## src/rtl/core/frp_pkg.sv

```systemverilog
package frp_pkg;

   typedef enum logic [1:0] {
      PH_STATUS = 2'd0,
      PH_TEXT   = 2'd1,
      PH_EXPLF  = 2'd2
   } phase_type;

   localparam logic [1:0] KIND_TEXT = 2'd0;
   localparam logic [1:0] KIND_MORE = 2'd1;
   localparam logic [1:0] KIND_DONE = 2'd2;
   localparam logic [1:0] KIND_ERR  = 2'd3;

   localparam logic [2:0] ERR_NONE      = 3'd0;
   localparam logic [2:0] ERR_MALFORMED = 3'd1;
   localparam logic [2:0] ERR_NO_LF     = 3'd2;
   localparam logic [2:0] ERR_STATUS    = 3'd3;
   localparam logic [2:0] ERR_MISMATCH  = 3'd4;

   localparam int PFX_LEN = 23;
   localparam logic [4:0] MP_NUM_START  = 5'd23;
   localparam logic [4:0] MP_NUM_DIGITS = 5'd24;
   localparam logic [4:0] MP_DONE       = 5'd25;

   localparam int QUEUE_DEPTH = 2;
   localparam int QUEUE_PTR_W = $clog2(QUEUE_DEPTH);
   localparam int QUEUE_CNT_W = $clog2(QUEUE_DEPTH + 1);

   // One result as it moves from the parser to the output stage.
   typedef struct packed {
      logic [1:0]  kind;
      logic [7:0]  text_byte;
      logic [9:0]  reply_status;
      logic [2:0]  error_code;
      logic        passive_seen;
      logic [31:0] passive_ip;
      logic [15:0] pasv_port;
   } result_type;

   function automatic logic [7:0] prefix_char(input logic [4:0] pos);
      logic [7:0] c;
      case (pos)
         5'd0: c = "E";   5'd1: c = "n";   5'd2: c = "t";   5'd3: c = "e";
         5'd4: c = "r";   5'd5: c = "i";   5'd6: c = "n";   5'd7: c = "g";
         5'd8: c = " ";   5'd9: c = "P";   5'd10: c = "a";  5'd11: c = "s";
         5'd12: c = "s";  5'd13: c = "i";  5'd14: c = "v";  5'd15: c = "e";
         5'd16: c = " ";  5'd17: c = "M";  5'd18: c = "o";  5'd19: c = "d";
         5'd20: c = "e";  5'd21: c = " ";  5'd22: c = "(";
         default: c = 8'd0;
      endcase
      return c;
   endfunction

endpackage

```

## src/rtl/core/frp_parser.sv

```systemverilog
module frp_parser import frp_pkg::*; (
   input  logic       clock,
   input  logic       reset,
   input  logic       in_valid,
   input  logic [7:0] in_byte,
   output logic       res_valid,
   output result_type res_data
);

   phase_type   phase_ff, phase_in;
   logic [2:0]  dcnt_ff, dcnt_in;
   logic [9:0]  dval_ff, dval_in;
   logic        more_ff, more_in;
   logic        first_ff, first_in;
   logic [9:0]  held_ff, held_in;
   logic [4:0]  mpos_ff, mpos_in;
   logic [2:0]  nidx_ff, nidx_in;
   logic [7:0]  nacc_ff, nacc_in;
   logic        alive_ff, alive_in;
   logic [47:0] pend_ff, pend_in;
   logic [47:0] latch_ff, latch_in;
   logic        lvalid_ff, lvalid_in;

   logic        is_dig;
   logic [3:0]  dig;
   logic [7:0]  nacc_x10;
   logic [47:0] pend_store;
   logic [5:0]  shamt;
   logic        do_match;

   assign is_dig = (in_byte >= "0") && (in_byte <= "9");
   assign dig = in_byte[3:0];
   assign nacc_x10 = {nacc_ff[4:0], 3'b000} + {nacc_ff[6:0], 1'b0};
   assign shamt = {3'(3'd5 - nidx_ff), 3'b000};
   assign pend_store = (pend_ff & ~(48'hFF << shamt)) | ({40'd0, nacc_ff} << shamt);

   always_comb begin
      phase_in = phase_ff; dcnt_in = dcnt_ff; dval_in = dval_ff;
      more_in = more_ff; first_in = first_ff; held_in = held_ff;
      mpos_in = mpos_ff; nidx_in = nidx_ff; nacc_in = nacc_ff;
      alive_in = alive_ff; pend_in = pend_ff; latch_in = latch_ff;
      lvalid_in = lvalid_ff;
      res_valid = 1'b0;
      res_data.kind = KIND_TEXT;
      res_data.text_byte = 8'd0;
      res_data.reply_status = 10'd0;
      res_data.error_code = ERR_NONE;
      do_match = 1'b0;
      if (in_valid) begin
         case (phase_ff)
            PH_STATUS: begin
               if (is_dig) begin
                  if (dcnt_ff < 3'd3)
                     dval_in = 10'({dval_ff, 3'b000} + {dval_ff, 1'b0} + {6'd0, dig});
                  if (dcnt_ff < 3'd4) dcnt_in = dcnt_ff + 3'd1;
               end else if (in_byte == " " || in_byte == "-") begin
                  more_in = (in_byte == "-");
                  phase_in = PH_TEXT;
               end else if (in_byte == 8'h0D) begin
                  more_in = 1'b1;
                  phase_in = PH_EXPLF;
               end else if (dcnt_ff != 3'd0) begin
                  res_valid = 1'b1;
                  res_data.kind = KIND_ERR;
                  res_data.error_code = ERR_MALFORMED;
               end else begin
                  phase_in = PH_TEXT;
                  do_match = 1'b1;
                  res_valid = 1'b1;
                  res_data.text_byte = in_byte;
               end
            end
            PH_TEXT: begin
               if (in_byte == 8'h0D) phase_in = PH_EXPLF;
               else begin
                  do_match = 1'b1;
                  res_valid = 1'b1;
                  res_data.text_byte = in_byte;
               end
            end
            default: begin
               res_valid = 1'b1;
               if (in_byte != 8'h0A) begin
                  res_data.kind = KIND_ERR;
                  res_data.error_code = ERR_NO_LF;
               end else if (first_ff) begin
                  if (dcnt_ff != 3'd3) begin
                     res_data.kind = KIND_ERR;
                     res_data.error_code = ERR_STATUS;
                  end else begin
                     held_in = dval_ff;
                     if (alive_ff && mpos_ff == MP_DONE) begin
                        latch_in = pend_ff;
                        lvalid_in = 1'b1;
                     end
                     first_in = !more_ff;
                     res_data.kind = more_ff ? KIND_MORE : KIND_DONE;
                     res_data.reply_status = dval_ff;
                  end
               end else if (dcnt_ff != 3'd0 &&
                            (dcnt_ff > 3'd3 || dval_ff != held_ff)) begin
                  res_data.kind = KIND_ERR;
                  res_data.error_code = ERR_MISMATCH;
               end else begin
                  if (dcnt_ff == 3'd0) more_in = 1'b1;
                  if (dcnt_ff == 3'd0 || more_ff) res_data.kind = KIND_MORE;
                  else begin
                     res_data.kind = KIND_DONE;
                     first_in = 1'b1;
                  end
                  res_data.reply_status = held_ff;
               end
               phase_in = PH_STATUS; dcnt_in = 3'd0; dval_in = 10'd0;
               mpos_in = 5'd0; nidx_in = 3'd0; nacc_in = 8'd0;
               alive_in = 1'b1; pend_in = 48'd0;
            end
         endcase
         if (do_match && first_ff && alive_ff && mpos_ff < MP_DONE) begin
            if (mpos_ff < 5'(PFX_LEN)) begin
               if (in_byte == prefix_char(mpos_ff)) mpos_in = mpos_ff + 5'd1;
               else alive_in = 1'b0;
            end else if (mpos_ff == MP_NUM_START) begin
               if (is_dig) begin
                  nacc_in = {4'd0, dig};
                  mpos_in = MP_NUM_DIGITS;
               end else alive_in = 1'b0;
            end else if (is_dig) begin
               nacc_in = nacc_x10 + {4'd0, dig};
            end else if (in_byte == "," && nidx_ff < 3'd5) begin
               pend_in = pend_store;
               nidx_in = nidx_ff + 3'd1;
               mpos_in = MP_NUM_START;
            end else if (in_byte == ")" && nidx_ff == 3'd5) begin
               pend_in = pend_store;
               mpos_in = MP_DONE;
            end else alive_in = 1'b0;
         end
         // Any error clears line, reply and match state.
         if (res_valid && res_data.kind == KIND_ERR) begin
            phase_in = PH_STATUS; dcnt_in = 3'd0; dval_in = 10'd0;
            mpos_in = 5'd0; nidx_in = 3'd0; nacc_in = 8'd0;
            alive_in = 1'b1; pend_in = 48'd0;
            more_in = 1'b0; first_in = 1'b1; held_in = 10'd0;
         end
      end
      res_data.passive_seen = lvalid_in;
      res_data.passive_ip = latch_in[47:16];
      res_data.pasv_port = latch_in[15:0];
   end

   always_ff @(posedge clock) begin
      if (reset) begin
         phase_ff <= PH_STATUS; dcnt_ff <= 3'd0; dval_ff <= 10'd0;
         more_ff <= 1'b0; first_ff <= 1'b1; held_ff <= 10'd0;
         mpos_ff <= 5'd0; nidx_ff <= 3'd0; nacc_ff <= 8'd0;
         alive_ff <= 1'b1; pend_ff <= 48'd0; latch_ff <= 48'd0;
         lvalid_ff <= 1'b0;
      end else begin
         phase_ff <= phase_in; dcnt_ff <= dcnt_in; dval_ff <= dval_in;
         more_ff <= more_in; first_ff <= first_in; held_ff <= held_in;
         mpos_ff <= mpos_in; nidx_ff <= nidx_in; nacc_ff <= nacc_in;
         alive_ff <= alive_in; pend_ff <= pend_in; latch_ff <= latch_in;
         lvalid_ff <= lvalid_in;
      end
   end

endmodule

```

## src/rtl/core/frp_queue.sv

```systemverilog
module frp_queue import frp_pkg::*; (
   input  logic       clock,
   input  logic       reset,
   input  logic       push,
   input  result_type push_data,
   output logic       space,
   output logic       out_valid,
   input  logic       out_ready,
   output result_type out_data
);

   result_type slot_ff [QUEUE_DEPTH];
   logic [QUEUE_PTR_W-1:0] wptr_ff, rptr_ff;
   logic [QUEUE_CNT_W-1:0] count_ff;
   logic       pop;

   assign space = (count_ff < QUEUE_CNT_W'(QUEUE_DEPTH));
   assign out_valid = (count_ff != '0);
   assign out_data = slot_ff[rptr_ff];
   assign pop = out_valid && out_ready;

   always_ff @(posedge clock) begin
      if (push) slot_ff[wptr_ff] <= push_data;
   end

   always_ff @(posedge clock) begin
      if (reset) begin
         wptr_ff <= '0; rptr_ff <= '0; count_ff <= '0;
      end else begin
         if (push) begin
            wptr_ff <= (wptr_ff == QUEUE_PTR_W'(QUEUE_DEPTH - 1)) ? '0 :
                       wptr_ff + QUEUE_PTR_W'(1);
         end
         if (pop) begin
            rptr_ff <= (rptr_ff == QUEUE_PTR_W'(QUEUE_DEPTH - 1)) ? '0 :
                       rptr_ff + QUEUE_PTR_W'(1);
         end
         count_ff <= count_ff + QUEUE_CNT_W'(push) - QUEUE_CNT_W'(pop);
      end
   end

endmodule

```

## src/rtl/core/ftp_reply_parser.sv

```systemverilog
// A result is written into the result queue as its byte is accepted.
// Throughput: one byte per cycle while the queue has space (req_ready).
// A two-entry result queue lets req_ keep flowing while rsp_ stalls briefly.
// Synchronous active-high reset returns the parser to the status field of a
// new reply, empties the queue and clears the latched passive address.
module ftp_reply_parser import frp_pkg::*; (
   input  logic        clock,
   input  logic        reset,
   input  logic        req_valid,
   output logic        req_ready,
   input  logic [7:0]  req_byte_in,
   output logic        rsp_valid,
   input  logic        rsp_ready,
   output logic [1:0]  rsp_kind,
   output logic [7:0]  rsp_text_byte,
   output logic [9:0]  rsp_reply_status,
   output logic [2:0]  rsp_error_code,
   output logic        rsp_passive_seen,
   output logic [31:0] rsp_passive_ip,
   output logic [15:0] rsp_pasv_port
);

   logic       space, res_valid;
   result_type res_data, q_data;

   assign req_ready = space;

   frp_parser u_parser (
      .clock, .reset,
      .in_valid(req_valid && req_ready),
      .in_byte(req_byte_in),
      .res_valid, .res_data
   );

   frp_queue u_queue (
      .clock, .reset,
      .push(res_valid), .push_data(res_data), .space,
      .out_valid(rsp_valid), .out_ready(rsp_ready), .out_data(q_data)
   );

   assign rsp_kind = q_data.kind;
   assign rsp_text_byte = q_data.text_byte;
   assign rsp_reply_status = q_data.reply_status;
   assign rsp_error_code = q_data.error_code;
   assign rsp_passive_seen = q_data.passive_seen;
   assign rsp_passive_ip = q_data.passive_ip;
   assign rsp_pasv_port = q_data.pasv_port;

endmodule

```

## config.mk

```make
export PLATFORM = sky130hd
export DESIGN_NAME = ftp_reply_parser
export DESIGN_NICKNAME = d
export VERILOG_FILES = /design/src/rtl/core/frp_pkg.sv /design/src/rtl/core/frp_parser.sv /design/src/rtl/core/frp_queue.sv /design/src/rtl/core/ftp_reply_parser.sv
export SDC_FILE = /design/constraint.sdc
export NUM_CORES = 1
export LEC_CHECK = 0
export ABC_AREA = 1
export BUFFER_PORTS_ARGS = -buffer_cell sky130_fd_sc_hd__buf_2
export CAP_MARGIN = 15
export CORE_ASPECT_RATIO = 1.75
export CORE_MARGIN = 2
export CORE_UTILIZATION = 50
export CTS_CLUSTER_SIZE = 40
export DETAILED_ROUTE_END_ITERATION = 7
export PLACE_DENSITY = 0.7
export SLEW_MARGIN = 0
export SYNTH_ARGS = -nofsm -noshare
export SYNTH_HDL_FRONTEND = slang
export SYNTH_SLANG_ARGS = --single-unit
export TNS_END_PERCENT = 50
```

## constraint.sdc

```tcl
create_clock -name clock -period 5.6 [get_ports clock]
set_input_delay 0.84 -clock clock [delete_from_list [all_inputs] [get_ports clock]]
set_output_delay 0.84 -clock clock [all_outputs]
set_load 0.02 [all_outputs]
```

==> results.rst <==
.. list-table::
   :header-rows: 1

   * - Metric
     - Value
   * - Number of design rule violations left after detail routing
     - 0
   * - Pwr per Cell Area
     - 413 nW/um2
   * - Final core utilization
     - 0.563
   * - Max VDD drop
     - 0.000224 V
   * - Proportion of netlist area held by the largest area contributor
     - 0.290
   * - Syn_area_per_cell
     - 8.81 um2
   * - Outcome
     - completed
   * - Die W
     - 134 um
   * - Pin count of the biggest net entering global routing
     - 94
   * - Vias/cell
     - 5.48
   * - Die Y
     - 232 um
   * - Sequential area share after synthesis
     - 0.496
   * - Count of standard-cell rows
     - 83
   * - Leakage power figure
     - 6.89 nW
   * - Cell types with the highest counts after synthesis
     - sky130_fd_sc_hd__nand2_1, sky130_fd_sc_hd__inv_1, sky130_fd_sc_hd__dfxtp_1, sky130_fd_sc_hd__o21ai_0, sky130_fd_sc_hd__edfxtp_1
   * - Remaining global-route overflow
     - 0
   * - Wire length of the first global-routing pass
     - 56800 um
   * - Highest achievable clock rate
     - 0.261 GHz
   * - Resized Gates After CTS
     - 0
   * - Final count of pins violating max slew
     - 0
   * - Wl on met1
     - 12800 um
   * - Total of flip-flops plus latches after synthesis
     - 297
   * - Net count of the mapped netlist
     - 1749
   * - Clock slew at the register clock pins of the worst setup and hold paths
     - 0.07 ns
   * - Final wirelength
     - 35300 um
   * - All-layer global routing usage
     - 0.227
   * - Sequential Power Share
     - 0.408
   * - Startpoint type of the worst setup path
     - register
   * - Proportion of layout cells with a drive suffix above 1
     - 0.158
   * - Path category of the worst min-delay check
     - register to register
   * - Post-route antenna net violation count
     - 0
   * - Sequential Area
     - 7390 um2
   * - RSZ-0062 raised after global routing
     - false
   * - Die Area
     - 31200 um2
   * - Combinational share of power
     - 0.305
   * - Total setup buffers inserted after CTS
     - 0
   * - Crit. End Element
     - register
   * - Count leader, synth
     - sky130_fd_sc_hd__nand2_1
   * - Top cell type by total area after synthesis
     - sky130_fd_sc_hd__edfxtp_1
   * - Count of flip-flops with a built-in enable after synthesis
     - 144
   * - Number of library cell types mapped by synthesis
     - 52
   * - Dominant synthesized flop cell
     - sky130_fd_sc_hd__dfxtp_1
   * - Net total in the final layout
     - 1790
   * - Switching part of the total
     - 0.351
   * - Clock latency at the later pin of the worst-skew pair
     - 0.57 ns
   * - CP Class
     - register to register
   * - Number of diodes added for antenna fixing
     - 0
   * - Synth-to-Final Area Change
     - 10.8%
   * - Total vias in the final route
     - 11700
   * - Average wire per standard cell
     - 16.5 um
   * - Highest layer used for signal routing
     - met4
   * - Crit path time final
     - 3.84 ns
   * - Count of fill cells added during filler insertion
     - 2652
   * - Number of buffers on the longest clock path
     - 3
   * - Final hold violations
     - 0
   * - Async S/R FF share, synth
     - 0
   * - Fin Clk Skew
     - 0.0293 ns
   * - Part of the cycle the worst path needs
     - 0.685
   * - # port buffers
     - 85
   * - Data arrival time of the critical path
     - 4.28 ns
   * - Vias in the first global route
     - 11403
   * - 1st-iter DRT viols
     - 779
   * - Maximum fanout along the worst path
     - 18
   * - Number of warnings printed during yosys synthesis
     - 0
   * - First-pass detailed-route iteration total
     - 5
   * - TritonCTS buffer count
     - 27
   * - Clock sink count
     - 297
   * - Relative slew slack
     - 0.283
   * - Number of top-level design ports
     - 86
   * - Wire length on met3
     - 1200 um
   * - Netlist area before placement
     - 14900 um2
   * - Antenna violations before repair
     - 0
   * - Global placer's final weighted congestion
     - 0.930
   * - Hold_buf cts
     - 0
   * - Accumulated negative setup slack
     - 0 ns
   * - Instance count of the mapped netlist
     - 1690
   * - Met2 WL
     - 19000 um
   * - Leading post-synthesis cells by cell area
     - sky130_fd_sc_hd__edfxtp_1, sky130_fd_sc_hd__dfxtp_1, sky130_fd_sc_hd__nand2_1
   * - Internal power summed over all cells
     - 4.43 mW
   * - P_sw
     - 2.39 mW
   * - Combined area of the multi-input logic cells
     - 6200 um2
   * - Core area
     - 29300 um2
   * - Maximum Capacitance Violations
     - 0
   * - Clock share of power
     - 0.287
   * - Final Setup Violations
     - 0
   * - Placed wire-length estimate
     - 24300 um
   * - Clock tree from TritonCTS
     - built
   * - Worst R2R Setup Slack
     - 1.76 ns
   * - Starting Density
     - 0.508
   * - Clock tree root buffer cell
     - sky130_fd_sc_hd__clkbuf_16
   * - Data required time of the critical path
     - 6.04 ns
   * - H-tree levels
     - 1
   * - Slew of the pin with the lowest slew margin
     - 1.08 ns
==> placed cells by master, fill, tap and decap left out, types with 43 or more instances in the layout <==
master,n
sky130_fd_sc_hd__nand3_1,98
sky130_fd_sc_hd__buf_2,84
sky130_fd_sc_hd__inv_1,236
sky130_fd_sc_hd__a21oi_1,107
sky130_fd_sc_hd__ha_1,43
sky130_fd_sc_hd__o211ai_1,43
sky130_fd_sc_hd__nand2_1,265
sky130_fd_sc_hd__mux2_2,72
sky130_fd_sc_hd__o21ai_0,152
sky130_fd_sc_hd__nor2_1,113
sky130_fd_sc_hd__edfxtp_1,144
sky130_fd_sc_hd__dfxtp_1,152
==> metal layers <==
layer | global-route usage | up-vias
li1 | - | 5764
met1 | 0.239 | 5524
met3 | 0.0210 | 118
met5 | 0 | -
met4 | 0.144 | 0
met2 | 0.426 | 294
==> worst max-delay path, stage by stage (launching register included) <==
cell and delay (ns):
sky130_fd_sc_hd__dfxtp_1 0.52, sky130_fd_sc_hd__clkinv_1 0.46, sky130_fd_sc_hd__ha_1 0.38, sky130_fd_sc_hd__nand2_1 0.08
sky130_fd_sc_hd__o21ai_0 0.12, sky130_fd_sc_hd__nor2_1 0.25, sky130_fd_sc_hd__a21oi_1 0.13, sky130_fd_sc_hd__nand2_1 0.08
sky130_fd_sc_hd__nand3_1 0.07, sky130_fd_sc_hd__nand3_1 0.08, sky130_fd_sc_hd__nand2_1 0.05, sky130_fd_sc_hd__o21bai_1 0.29
sky130_fd_sc_hd__inv_1 0.12, sky130_fd_sc_hd__nor2_1 0.24, sky130_fd_sc_hd__inv_1 0.15, sky130_fd_sc_hd__ha_1 0.33
sky130_fd_sc_hd__inv_1 0.04, sky130_fd_sc_hd__nand2_1 0.09, sky130_fd_sc_hd__nand3_1 0.08, sky130_fd_sc_hd__nand3_1 0.07
sky130_fd_sc_hd__nand2_1 0.05
==> power groups by stage <==
stage / combinational (mW) / sequential (mW) / clock [mW]
after floorplan: 1.56 / 2.77 / 0
after global placement: 2.07 / 2.82 / 0
after detailed placement: 2.09 / 2.83 / 0
after CTS: 2.10 / 2.78 / 1.99
after global routing: 2.28 / 2.82 / 2.07
final: 2.08 / 2.78 / 1.96
==> metrics by stage <==
stage / cell area, um2 / power [mW] / hold slack [ns] / cells / worst slack [ns]
6_report: 16500 / 6.82 / 0.461 / 2134 / 1.76
5_1_grt: 16500 / 7.16 / 0.490 / 2134 / 1.28
4_1_cts: 16500 / 6.87 / 0.457 / 2134 / 1.88
3_5_place_dp: 15600 / 4.92 / 0.436 / 2084 / 1.86
3_3_place_gp: 15600 / 4.89 / 0.435 / 2084 / 1.92
2_1_floorplan: 14900 / 4.33 / 0.422 / 1690 / 0.524
==> kinds of logic after synthesis <==
logic type | synth area share
buf+inv | 0.0894
simple gates | 0.159
xor+xnor | 0.0124
flops | 0.496
mux | 0.0545
fa+ha+maj | 0.0415
compound gates | 0.147
==> flip-flops by register name (all words and copies together) (netlist names), named ones only <==
name,flops
u_parser.more_ff,1
u_parser.latch_ff,48
u_parser.dval_ff,10
u_parser.alive_ff,1
u_queue.slot_ff,144
u_queue.count_ff,2
u_parser.nidx_ff,3
u_parser.lvalid_ff,1
u_parser.dcnt_ff,3
u_parser.first_ff,1
u_queue.wptr_ff,1
u_queue.rptr_ff,1
u_parser.pend_ff,48
u_parser.mpos_ff,5
u_parser.nacc_ff,8
u_parser.held_ff,10
u_parser.phase_ff,2
==> final cells by class <==
class                      instances  share of cell area
clock buffer                      31              0.0425
multi-input combinational       1051               0.376
inverter                         258              0.0587
clock inverter                    19              0.0143
tap                              382              0.0290
timing repair buffer              96              0.0317
sequential                       297               0.448
==> path summary, 6_finish.rpt <==
path | start | end | cells after the start
setup / recovery | u_parser.nidx_ff[1]$_SDFFE_PP0P_ | register | 20
hold / removal | u_queue.rptr_ff$_SDFFE_PP0P_ | register | 1
setup reg to reg | u_parser.nidx_ff[1]$_SDFFE_PP0P_ | register | 20
hold reg to reg | u_queue.rptr_ff$_SDFFE_PP0P_ | register | 1
Power figures use the tool's default switching activity.
